$ cat config.mk
export PLATFORM = sky130hd
export DESIGN_NAME = scsi_command_phase_sequencer_core
export DESIGN_NICKNAME = d
export VERILOG_FILES = /design/src/rtl/scps_pkg.sv /design/src/rtl/scps_in_stage.sv /design/src/rtl/scps_decide.sv /design/src/rtl/scsi_command_phase_sequencer_core.sv
export SDC_FILE = /design/constraint.sdc
export NUM_CORES = 1
export LEC_CHECK = 0
export BUFFER_PORTS_ARGS = -buffer_cell sky130_fd_sc_hd__buf_2
export CAP_MARGIN = 40
export CORE_MARGIN = 3
export CORE_UTILIZATION = 35
export CTS_BUF_LIST = sky130_fd_sc_hd__clkbuf_8 sky130_fd_sc_hd__clkbuf_16
export DETAILED_ROUTE_END_ITERATION = 8
export GPL_ROUTABILITY_DRIVEN = 0
export SETUP_SLACK_MARGIN = 0.05
export SYNTH_ARGS = -nofsm -noshare
export SYNTH_HDL_FRONTEND = slang
export SYNTH_SLANG_ARGS = --single-unit
$ cat constraint.sdc
create_clock -name clk -period 6.1 [get_ports clk]
set_input_delay 0.915 -clock clk [delete_from_list [all_inputs] [get_ports clk]]
set_output_delay 0.915 -clock clk [all_outputs]
set_load 0.05 [all_outputs]
$ cat src/rtl/scps_pkg.sv
// ----------------------------------------------------------------------------
// scps_pkg
// shared types, codes and constants of the scsi command phase sequencer
// ----------------------------------------------------------------------------
`default_nettype none

package scps_pkg;

  localparam int IN_DATA_W  = 72;
  localparam int OUT_DATA_W = 48;

  typedef enum logic [2:0] {
    ACT_NONE        = 3'd0,
    ACT_SELECT      = 3'd1,
    ACT_DMA         = 3'd2,
    ACT_CMDCOMPLETE = 3'd3,
    ACT_MSGACCEPT   = 3'd4,
    ACT_NOP         = 3'd5,
    ACT_RESET       = 3'd6
  } action_t;

  localparam logic OP_START = 1'b0;

  // command status high byte
  localparam logic [7:0] HI_SELECT  = 8'h00;
  localparam logic [7:0] HI_DATA    = 8'h41;
  localparam logic [7:0] HI_CMDCPL  = 8'h46;

  // step and interrupt codes after select
  localparam logic [10:0] CODE_SEL_DONE = 11'h020;
  localparam logic [10:0] CODE_NO_SEL   = 11'h218;
  localparam logic [10:0] CODE_CMD_FAIL = 11'h318;
  localparam logic [10:0] CODE_DATA     = 11'h418;

  localparam logic [15:0] STAT_NO_SEL   = 16'h1000;
  localparam logic [15:0] STAT_DATA     = 16'h4100;
  localparam logic [15:0] STAT_CMDCPL   = 16'h4600;
  localparam logic [7:0]  STAT_MSG_HI   = 8'h60;
  localparam logic [7:0]  STAT_FAIL_OFS = 8'h30;

  localparam logic [2:0] PHASE_STATUS = 3'd3;
  localparam int         BUS_RESET_BIT = 7;

  localparam logic [3:0] DMA_DRAIN_TYPE = 4'd8;
  localparam logic [3:0] DMA_PACK_TYPE  = 4'd9;

  typedef struct packed {
    logic        read_dir;
    logic [2:0]  target_id;
    logic [4:0]  cmd_length;
    logic [15:0] data_length;
    logic [2:0]  bus_phase;
    logic [2:0]  seq_step;
    logic [7:0]  intr_flags;
    logic [4:0]  fifo_count;
    logic [7:0]  status_byte;
    logic [15:0] residual_count;
  } item_t;

  typedef struct packed {
    logic        busy;
    logic [15:0] cmd_status;
    logic        dir_read;
    logic [4:0]  cmd_bytes;
    logic [15:0] data_bytes;
    logic [15:0] moved_bytes;
  } seq_state_t;

  typedef struct packed {
    logic [15:0] command_status;
    action_t     action;
    logic [2:0]  select_target;
    logic        dma_to_memory;
    logic        drain_dma;
    logic        wait_pack_empty;
    logic [15:0] transferred_bytes;
    logic        done_res;
    logic        bad_event;
  } result_t;

endpackage

`default_nettype wire

$ cat src/rtl/scps_in_stage.sv
// ----------------------------------------------------------------------------
// scps_in_stage
// input register: takes one word per cycle while the take from the core does not stall it, and unpacks its fields
// ----------------------------------------------------------------------------
`default_nettype none

module scps_in_stage (
  input  wire logic                           clk,
  input  wire logic                           rst,
  input  wire logic                           s_tvalid,
  output      logic                           s_tready,
  input  wire logic                           s_tuser,   // operation
  input  wire logic [scps_pkg::IN_DATA_W-1:0] s_tdata,
  input  wire logic                           take,
  output      logic                           valid,
  output      logic                           op,
  output      scps_pkg::item_t                item
);
  import scps_pkg::*;

  assign s_tready = !valid || take;

  always_ff @(posedge clk) begin
    if (rst) begin
      valid <= 1'b0;
    end else if (s_tready) begin
      valid <= s_tvalid;
    end
  end

  always_ff @(posedge clk) begin
    if (s_tvalid && s_tready) begin
      op                  <= s_tuser;
      item.read_dir       <= s_tdata[0];
      item.target_id      <= s_tdata[3:1];
      item.cmd_length     <= s_tdata[8:4];
      item.data_length    <= s_tdata[24:9];
      item.bus_phase      <= s_tdata[27:25];
      item.seq_step       <= s_tdata[30:28];
      item.intr_flags     <= s_tdata[38:31];
      item.fifo_count     <= s_tdata[43:39];
      item.status_byte    <= s_tdata[51:44];
      item.residual_count <= s_tdata[67:52];
    end
  end

endmodule

`default_nettype wire

$ cat src/rtl/scps_decide.sv
// ----------------------------------------------------------------------------
// scps_decide
// phase decision: next sequencer state and result for one word
// ----------------------------------------------------------------------------
`default_nettype none

module scps_decide (
  input  wire logic                 op,
  input  wire scps_pkg::item_t      item,
  input  wire scps_pkg::seq_state_t st,
  input  wire logic [3:0]           dma_type,
  output      scps_pkg::seq_state_t st_next,
  output      scps_pkg::result_t    res
);
  import scps_pkg::*;

  logic [10:0] code;
  logic [7:0]  hi;
  logic [7:0]  fail_hi;
  logic        to_data_end;
  logic        done;

  assign code    = {item.seq_step, item.intr_flags};
  assign hi      = st.cmd_status[15:8];
  assign fail_hi = STAT_FAIL_OFS + {3'b000, st.cmd_bytes} - {3'b000, item.fifo_count};

  always_comb begin
    st_next     = st;
    res         = '0;
    res.action  = ACT_NONE;
    to_data_end = 1'b0;
    done        = 1'b0;
    if (op == OP_START) begin
      st_next.dir_read    = item.read_dir;
      st_next.cmd_bytes   = item.cmd_length;
      st_next.data_bytes  = item.data_length;
      st_next.moved_bytes = '0;
      st_next.cmd_status  = '0;
      st_next.busy        = 1'b1;
      res.select_target   = item.target_id;
      res.action          = ACT_SELECT;
    end else begin
      if (!st.busy || item.intr_flags[BUS_RESET_BIT]) begin
        res.action = ACT_NOP;
        done       = 1'b1;
      end else if (hi == HI_SELECT) begin
        case (code)
          CODE_SEL_DONE: begin
            done = 1'b1;
          end
          CODE_NO_SEL: begin
            st_next.cmd_status = STAT_NO_SEL;
            res.bad_event      = 1'b1;
            res.action         = ACT_RESET;
            done               = 1'b1;
          end
          CODE_CMD_FAIL: begin
            st_next.cmd_status = {fail_hi, 8'h00};
            res.bad_event      = 1'b1;
            res.action         = ACT_RESET;
            done               = 1'b1;
          end
          CODE_DATA: begin
            st_next.cmd_status = STAT_DATA;
            if (item.bus_phase == {2'b00, st.dir_read}) begin
              res.action        = ACT_DMA;
              res.dma_to_memory = st.dir_read;
            end else if (item.bus_phase != PHASE_STATUS) begin
              res.bad_event = 1'b1;
              done          = 1'b1;
            end else begin
              to_data_end = 1'b1;
            end
          end
          default: begin
            res.bad_event = 1'b1;
            res.action    = ACT_RESET;
            done          = 1'b1;
          end
        endcase
      end else if (hi == HI_DATA) begin
        to_data_end = 1'b1;
      end else if (hi == HI_CMDCPL) begin
        st_next.cmd_status = {STAT_MSG_HI, item.status_byte};
        res.action         = ACT_MSGACCEPT;
      end else begin
        done = 1'b1;
      end

      if (to_data_end) begin
        st_next.cmd_status  = STAT_CMDCPL;
        st_next.moved_bytes = st.data_bytes - item.residual_count;
        if (item.bus_phase != PHASE_STATUS) begin
          res.bad_event = 1'b1;
          done          = 1'b1;
        end else begin
          if (st.dir_read) begin
            res.drain_dma       = (dma_type == DMA_DRAIN_TYPE);
            res.wait_pack_empty = (dma_type == DMA_DRAIN_TYPE) ||
                                  (dma_type == DMA_PACK_TYPE);
          end
          res.action = ACT_CMDCOMPLETE;
        end
      end
      if (done) begin
        st_next.busy = 1'b0;
      end
    end
    res.done_res          = done;
    res.command_status    = st_next.cmd_status;
    res.transferred_bytes = st_next.moved_bytes;
  end

endmodule

`default_nettype wire

$ cat src/rtl/scsi_command_phase_sequencer_core.sv
// ----------------------------------------------------------------------------
// scsi_command_phase_sequencer_core
// sequences one scsi command through select, data, status and message phases
// ----------------------------------------------------------------------------
// an accepted input word is registered in the input stage, then its result in the output register
// throughput: one word per cycle while a stalled output register does not hold off the state update
// an output register decouples the sides, a stalled result holds one word
// reset: synchronous, clears sequencer state, dma type and both valid flags
// ----------------------------------------------------------------------------
`default_nettype none

module scsi_command_phase_sequencer_core (
  input  wire logic                            clk,
  input  wire logic                            rst,
  input  wire logic                            cfg_valid,
  output      logic                            cfg_ready,
  input  wire logic [3:0]                      cfg_data,  // dma_type
  input  wire logic                            s_tvalid,
  output      logic                            s_tready,
  input  wire logic                            s_tuser,   // operation
  // read_dir, target_id, cmd_length, data_length, bus_phase, seq_step,
  // intr_flags, fifo_count, status_byte, residual_count, zero pad
  input  wire logic [scps_pkg::IN_DATA_W-1:0]  s_tdata,
  output      logic                            m_tvalid,
  input  wire logic                            m_tready,
  // command_status, action, select_target, dma_to_memory, drain_dma,
  // wait_pack_empty, transferred_bytes, done_res, bad_event, zero pad
  output      logic [scps_pkg::OUT_DATA_W-1:0] m_tdata
);
  import scps_pkg::*;

  logic       dma_type;
  logic [3:0] dma_type_reg;
  logic       in_valid;
  logic       in_op;
  item_t      in_item;
  logic       adv;
  seq_state_t st;
  seq_state_t st_next;
  result_t    res;
  result_t    out;

  assign cfg_ready = 1'b1;
  assign dma_type  = cfg_valid;

  always_ff @(posedge clk) begin
    if (rst) begin
      dma_type_reg <= '0;
    end else if (dma_type && cfg_ready) begin
      dma_type_reg <= cfg_data;
    end
  end

  assign adv = in_valid && (!m_tvalid || m_tready);

  scps_in_stage u_in (
    .clk      (clk),
    .rst      (rst),
    .s_tvalid (s_tvalid),
    .s_tready (s_tready),
    .s_tuser  (s_tuser),
    .s_tdata  (s_tdata),
    .take     (adv),
    .valid    (in_valid),
    .op       (in_op),
    .item     (in_item)
  );

  scps_decide u_decide (
    .op       (in_op),
    .item     (in_item),
    .st       (st),
    .dma_type (dma_type_reg),
    .st_next  (st_next),
    .res      (res)
  );

  always_ff @(posedge clk) begin
    if (rst) begin
      st <= '0;
    end else if (adv) begin
      st <= st_next;
    end
  end

  always_ff @(posedge clk) begin
    if (rst) begin
      m_tvalid <= 1'b0;
    end else if (adv) begin
      m_tvalid <= 1'b1;
    end else if (m_tready) begin
      m_tvalid <= 1'b0;
    end
  end

  always_ff @(posedge clk) begin
    if (adv) begin
      out <= res;
    end
  end

  assign m_tdata = {5'b00000,
                    out.bad_event,
                    out.done_res,
                    out.transferred_bytes,
                    out.wait_pack_empty,
                    out.drain_dma,
                    out.dma_to_memory,
                    out.select_target,
                    out.action,
                    out.command_status};

  a_done_clears_busy: assert property (@(posedge clk) disable iff (rst)
    adv && res.done_res |=> !st.busy)
    else $error("busy still set after a finishing word");

  a_start_sets_busy: assert property (@(posedge clk) disable iff (rst)
    adv && (in_op == OP_START) |=> st.busy && (st.cmd_status == 16'h0000))
    else $error("start word did not open a command");

  a_adv_fills_out: assert property (@(posedge clk) disable iff (rst)
    adv |=> m_tvalid)
    else $error("result register not loaded");

  a_drain_with_wait: assert property (@(posedge clk) disable iff (rst)
    m_tvalid && out.drain_dma |-> out.wait_pack_empty &&
    (out.action == ACT_CMDCOMPLETE))
    else $error("drain without pack wait");

endmodule

`default_nettype wire
==> results.sh <==
export IMPL_status="finished, final reports clean"
export IMPL_detailed_place_hpwl_um=12200
export IMPL_path_max_fanout=14
export IMPL_finalMaxSlewViolations=0
export IMPL_grt_pass1_vias=5270
export IMPL_maxSlewHeadroom_pct=41.7
export IMPL_ys_types=77
export IMPL_detail_route_wl_per_cell_um=16.0
export IMPL_drive_gt1_share_pct=22.7
export IMPL_fmax_ghz=0.341
export IMPL_cts_resized=0
export IMPL_dr_pass1_iters=5
export IMPL_cp_endpoint="st[11]$_SDFFE_PP0P_"
export IMPL_ant_nets=0
export IMPL_max_cap_violations=0
export IMPL_power_frac_comb_pct=9.2
export IMPL_holdWs_ps=458
export IMPL_power_switching_mw=0.663
export IMPL_cts_path_max_buffers=2
export IMPL_synth_edf_count=112
export IMPL_fillers=2022
export IMPL_regToRegSetupSlack_ps=3170
export IMPL_core_mm2=0.0212
export IMPL_clkSinkCount=173
export IMPL_layout_nets=898
export IMPL_via_per_inst=5.06
export IMPL_grt_max_degree=48
export IMPL_cts_inserted_buffers=17
export IMPL_yosysWarnings=0
export IMPL_die_area_mm2=0.0237
export IMPL_ir_drop_mv=0.169
export IMPL_syn_avg_cell_area_um2=11.4
export IMPL_portBuffers=122
export IMPL_antenna_found_initial=0
export IMPL_post_cts_buffers=0
export IMPL_h_tree_depth=4
export IMPL_r2r_start="u_in.item[35]$_DFFE_PP_"
export IMPL_cts_hold_buf=0
export IMPL_p_int_mw=1.99
export IMPL_clk_pin_slew_ps=70
export IMPL_clkLatencyLatePin_ps=430
export IMPL_crit_path_start="u_in.item[35]$_DFFE_PP_"
export IMPL_r2r_cells=5
export IMPL_area_delta_synth_final_pct=19.4
export IMPL_top_level_ports=133
export IMPL_drt_iter0_drc=355
export IMPL_power_leakage_nw=3.53
export IMPL_tightest_slew_ps=874
export IMPL_tns_ps=0
export IMPL_netlist_instances=671
export IMPL_startpoint_type="register"
export IMPL_largest_reg_flops=68
export IMPL_die_width_um=154
export IMPL_period_needed_ps=2930
export IMPL_cts_root_buf="clkbuf_16"
export IMPL_synth_area_mm2=0.00765
export IMPL_fin_skew_ps=15.4
export IMPL_synthFlopType="edfxtp_1"
export IMPL_setup_viol=0
export IMPL_post_route_util_pct=43.0
export IMPL_rows=53
export IMPL_worst_r2r_endpoint="st[11]$_SDFFE_PP0P_"
export IMPL_cp_arrival_ps=3270
export IMPL_grt_total_usage_pct=14.7
export IMPL_largest_register="u_in.item"
export IMPL_drc=0
export IMPL_wl_um=17300
export IMPL_power_density_mw_per_mm2=290
export IMPL_async_reset_ff_share_pct=0
export IMPL_die_height_um=154
export IMPL_endpoint_kind="register"
export IMPL_cts_tree="done"
export IMPL_hold_class="reg -> reg"
export IMPL_hold_violations=0
export IMPL_period_share_pct=48.1
export IMPL_seq_area_frac_synth_pct=59.9
export IMPL_vias=5469
export IMPL_grt_first_pass_wirelength_um=27500
export IMPL_gr_total_overflow=0
export IMPL_sw_frac_of_total_pct=25.0
export IMPL_antenna_cells=0
export IMPL_path_class="reg -> reg"
export IMPL_pwr_share_clk_pct=41.2
export IMPL_worstPathRequired_ps=6440
export IMPL_start_util_pct=36.0
export IMPL_ys_ff_latch=173
export IMPL_rsz0062_at_grt="false"
export IMPL_p_seq_share_pct=49.7
==> how the worst min path moves through the flow <==
stage	startpoint	endpoint	slack (ps)	cells after the start
after floorplan	st[10]$_SDFFE_PP0P_	st[10]$_SDFFE_PP0P_	430	1
after global routing	st[34]$_SDFFE_PP0P_	st[34]$_SDFFE_PP0P_	480	2
after detailed placement	st[14]$_SDFFE_PP0P_	st[14]$_SDFFE_PP0P_	450	1
after global placement	st[9]$_SDFFE_PP0P_	st[9]$_SDFFE_PP0P_	440	1
final	st[32]$_SDFFE_PP0P_	st[32]$_SDFFE_PP0P_	460	2
after CTS	st[32]$_SDFFE_PP0P_	st[32]$_SDFFE_PP0P_	460	2
==> layer usage <==
metal  share of wire, %  routed length [um]  track usage (%)  vias to the layer above
met5                  0                   0                0                        -
met4                1.5                 252             4.54                        0
met3                5.4                 926             3.57                       21
met2                 47                8200             23.9                      161
met1                 46                7920             19.6                     2575
li1                   -                   -                -                     2712
==> power by group through the flow <==
stage | sequential, mW | clock [mW] | combinational [mW]
floorplan | 1.37 | 0 | 0.136
global placement | 1.34 | 0 | 0.238
detailed placement | 1.34 | 0 | 0.244
CTS | 1.32 | 1.12 | 0.245
global route | 1.32 | 1.16 | 0.269
finish | 1.32 | 1.09 | 0.243
==> area by class of cell <==
type,count,area (um^2),area share [%]
Sequential cell,173,4580,50.2
Multi-Input combinational cell,437,2790,30.6
Timing Repair Buffer,130,696,7.62
Clock buffer,17,425,4.66
Tap cell,275,344,3.77
Clock inverter,15,161,1.77
Inverter,34,128,1.40
==> cells in the final DEF (no fill, tap or decap), types with 3 or more instances in the layout <==
master     netlist  routed
xnor2_1          7       7
xor2_1           3       3
a22o_1           5       5
nor3_1           8       8
and3b_1          4       4
nand4_1          6       6
conb_1           2       6
edfxtp_1       112     112
buf_2            8     122
o31ai_1          4       4
nor2b_1         12      12
o22ai_1          8       8
dfxtp_1         61      61
nand2b_1         4       4
o32ai_1          3       3
mux2i_1         14      14
a31oi_1          8       8
a21oi_1         44      44
o31a_1           4       4
inv_1           33      33
nand2_1         90      90
nor2_1          58      58
o2bb2ai_1       11      11
nand3_1         12      12
clkbuf_16        0      17
o21a_1           6       6
buf_4            7       6
a21o_1           6       6
a32oi_1          8       8
ha_1            21      21
and3_1           5       5
inv_6            0       5
o21ai_0         16      16
a211oi_1         8       8
==> per-stage QoR <==
stage	cell area, um^2	power, mW	setup WS [ps]	cells
floorplan	7660	1.51	2400	675
global placement	8510	1.58	2890	1047
detailed placement	8550	1.59	2920	1049
CTS	9130	2.68	3190	1081
global route	9130	2.75	2900	1081
finish	9130	2.65	3170	1081
==> cell usage after synthesis, types with 6 or more instances <==
cell	count	area, um^2
a211oi_1	8	60.1
a21o_1	6	45.0
a21oi_1	44	220
a31oi_1	8	50.1
a32oi_1	8	70.1
buf_2	8	40.0
buf_4	7	52.6
clkbuf_1	10	37.5
dfxtp_1	61	1220
edfxtp_1	112	3360
ha_1	21	263
inv_1	33	124
mux2i_1	14	140
nand2_1	90	338
nand3_1	12	60.1
nand4_1	6	37.5
nor2_1	58	218
nor2b_1	12	75.1
nor3_1	8	40.0
o21a_1	6	45.0
o21ai_0	16	80.1
o22ai_1	8	50.1
o2bb2ai_1	11	96.3
xnor2_1	7	61.3
==> worst max-delay path, cell delays in order, from the launching register on <==
cell	delay [ps]
edfxtp_1	380
nor4_2	550
nand3_2	330
o31ai_4	640
nand4_1	620
o2bb2ai_1	310
==> cells by family after synthesis <==
| group | Yosys count | synth area share, % |
|---|---|---|
| other | 2 | 0.0982 |
| AOI/OAI and AO/OA | 157 | 14.6 |
| DFF | 173 | 59.9 |
| and+or+nand+nor | 227 | 14.7 |
| xor gates and xnor gates | 10 | 1.15 |
| buffers and inverters | 65 | 3.76 |
| muxes | 14 | 1.83 |
| adders and majority gates | 23 | 3.96 |
(Power assumes the default switching activity.)
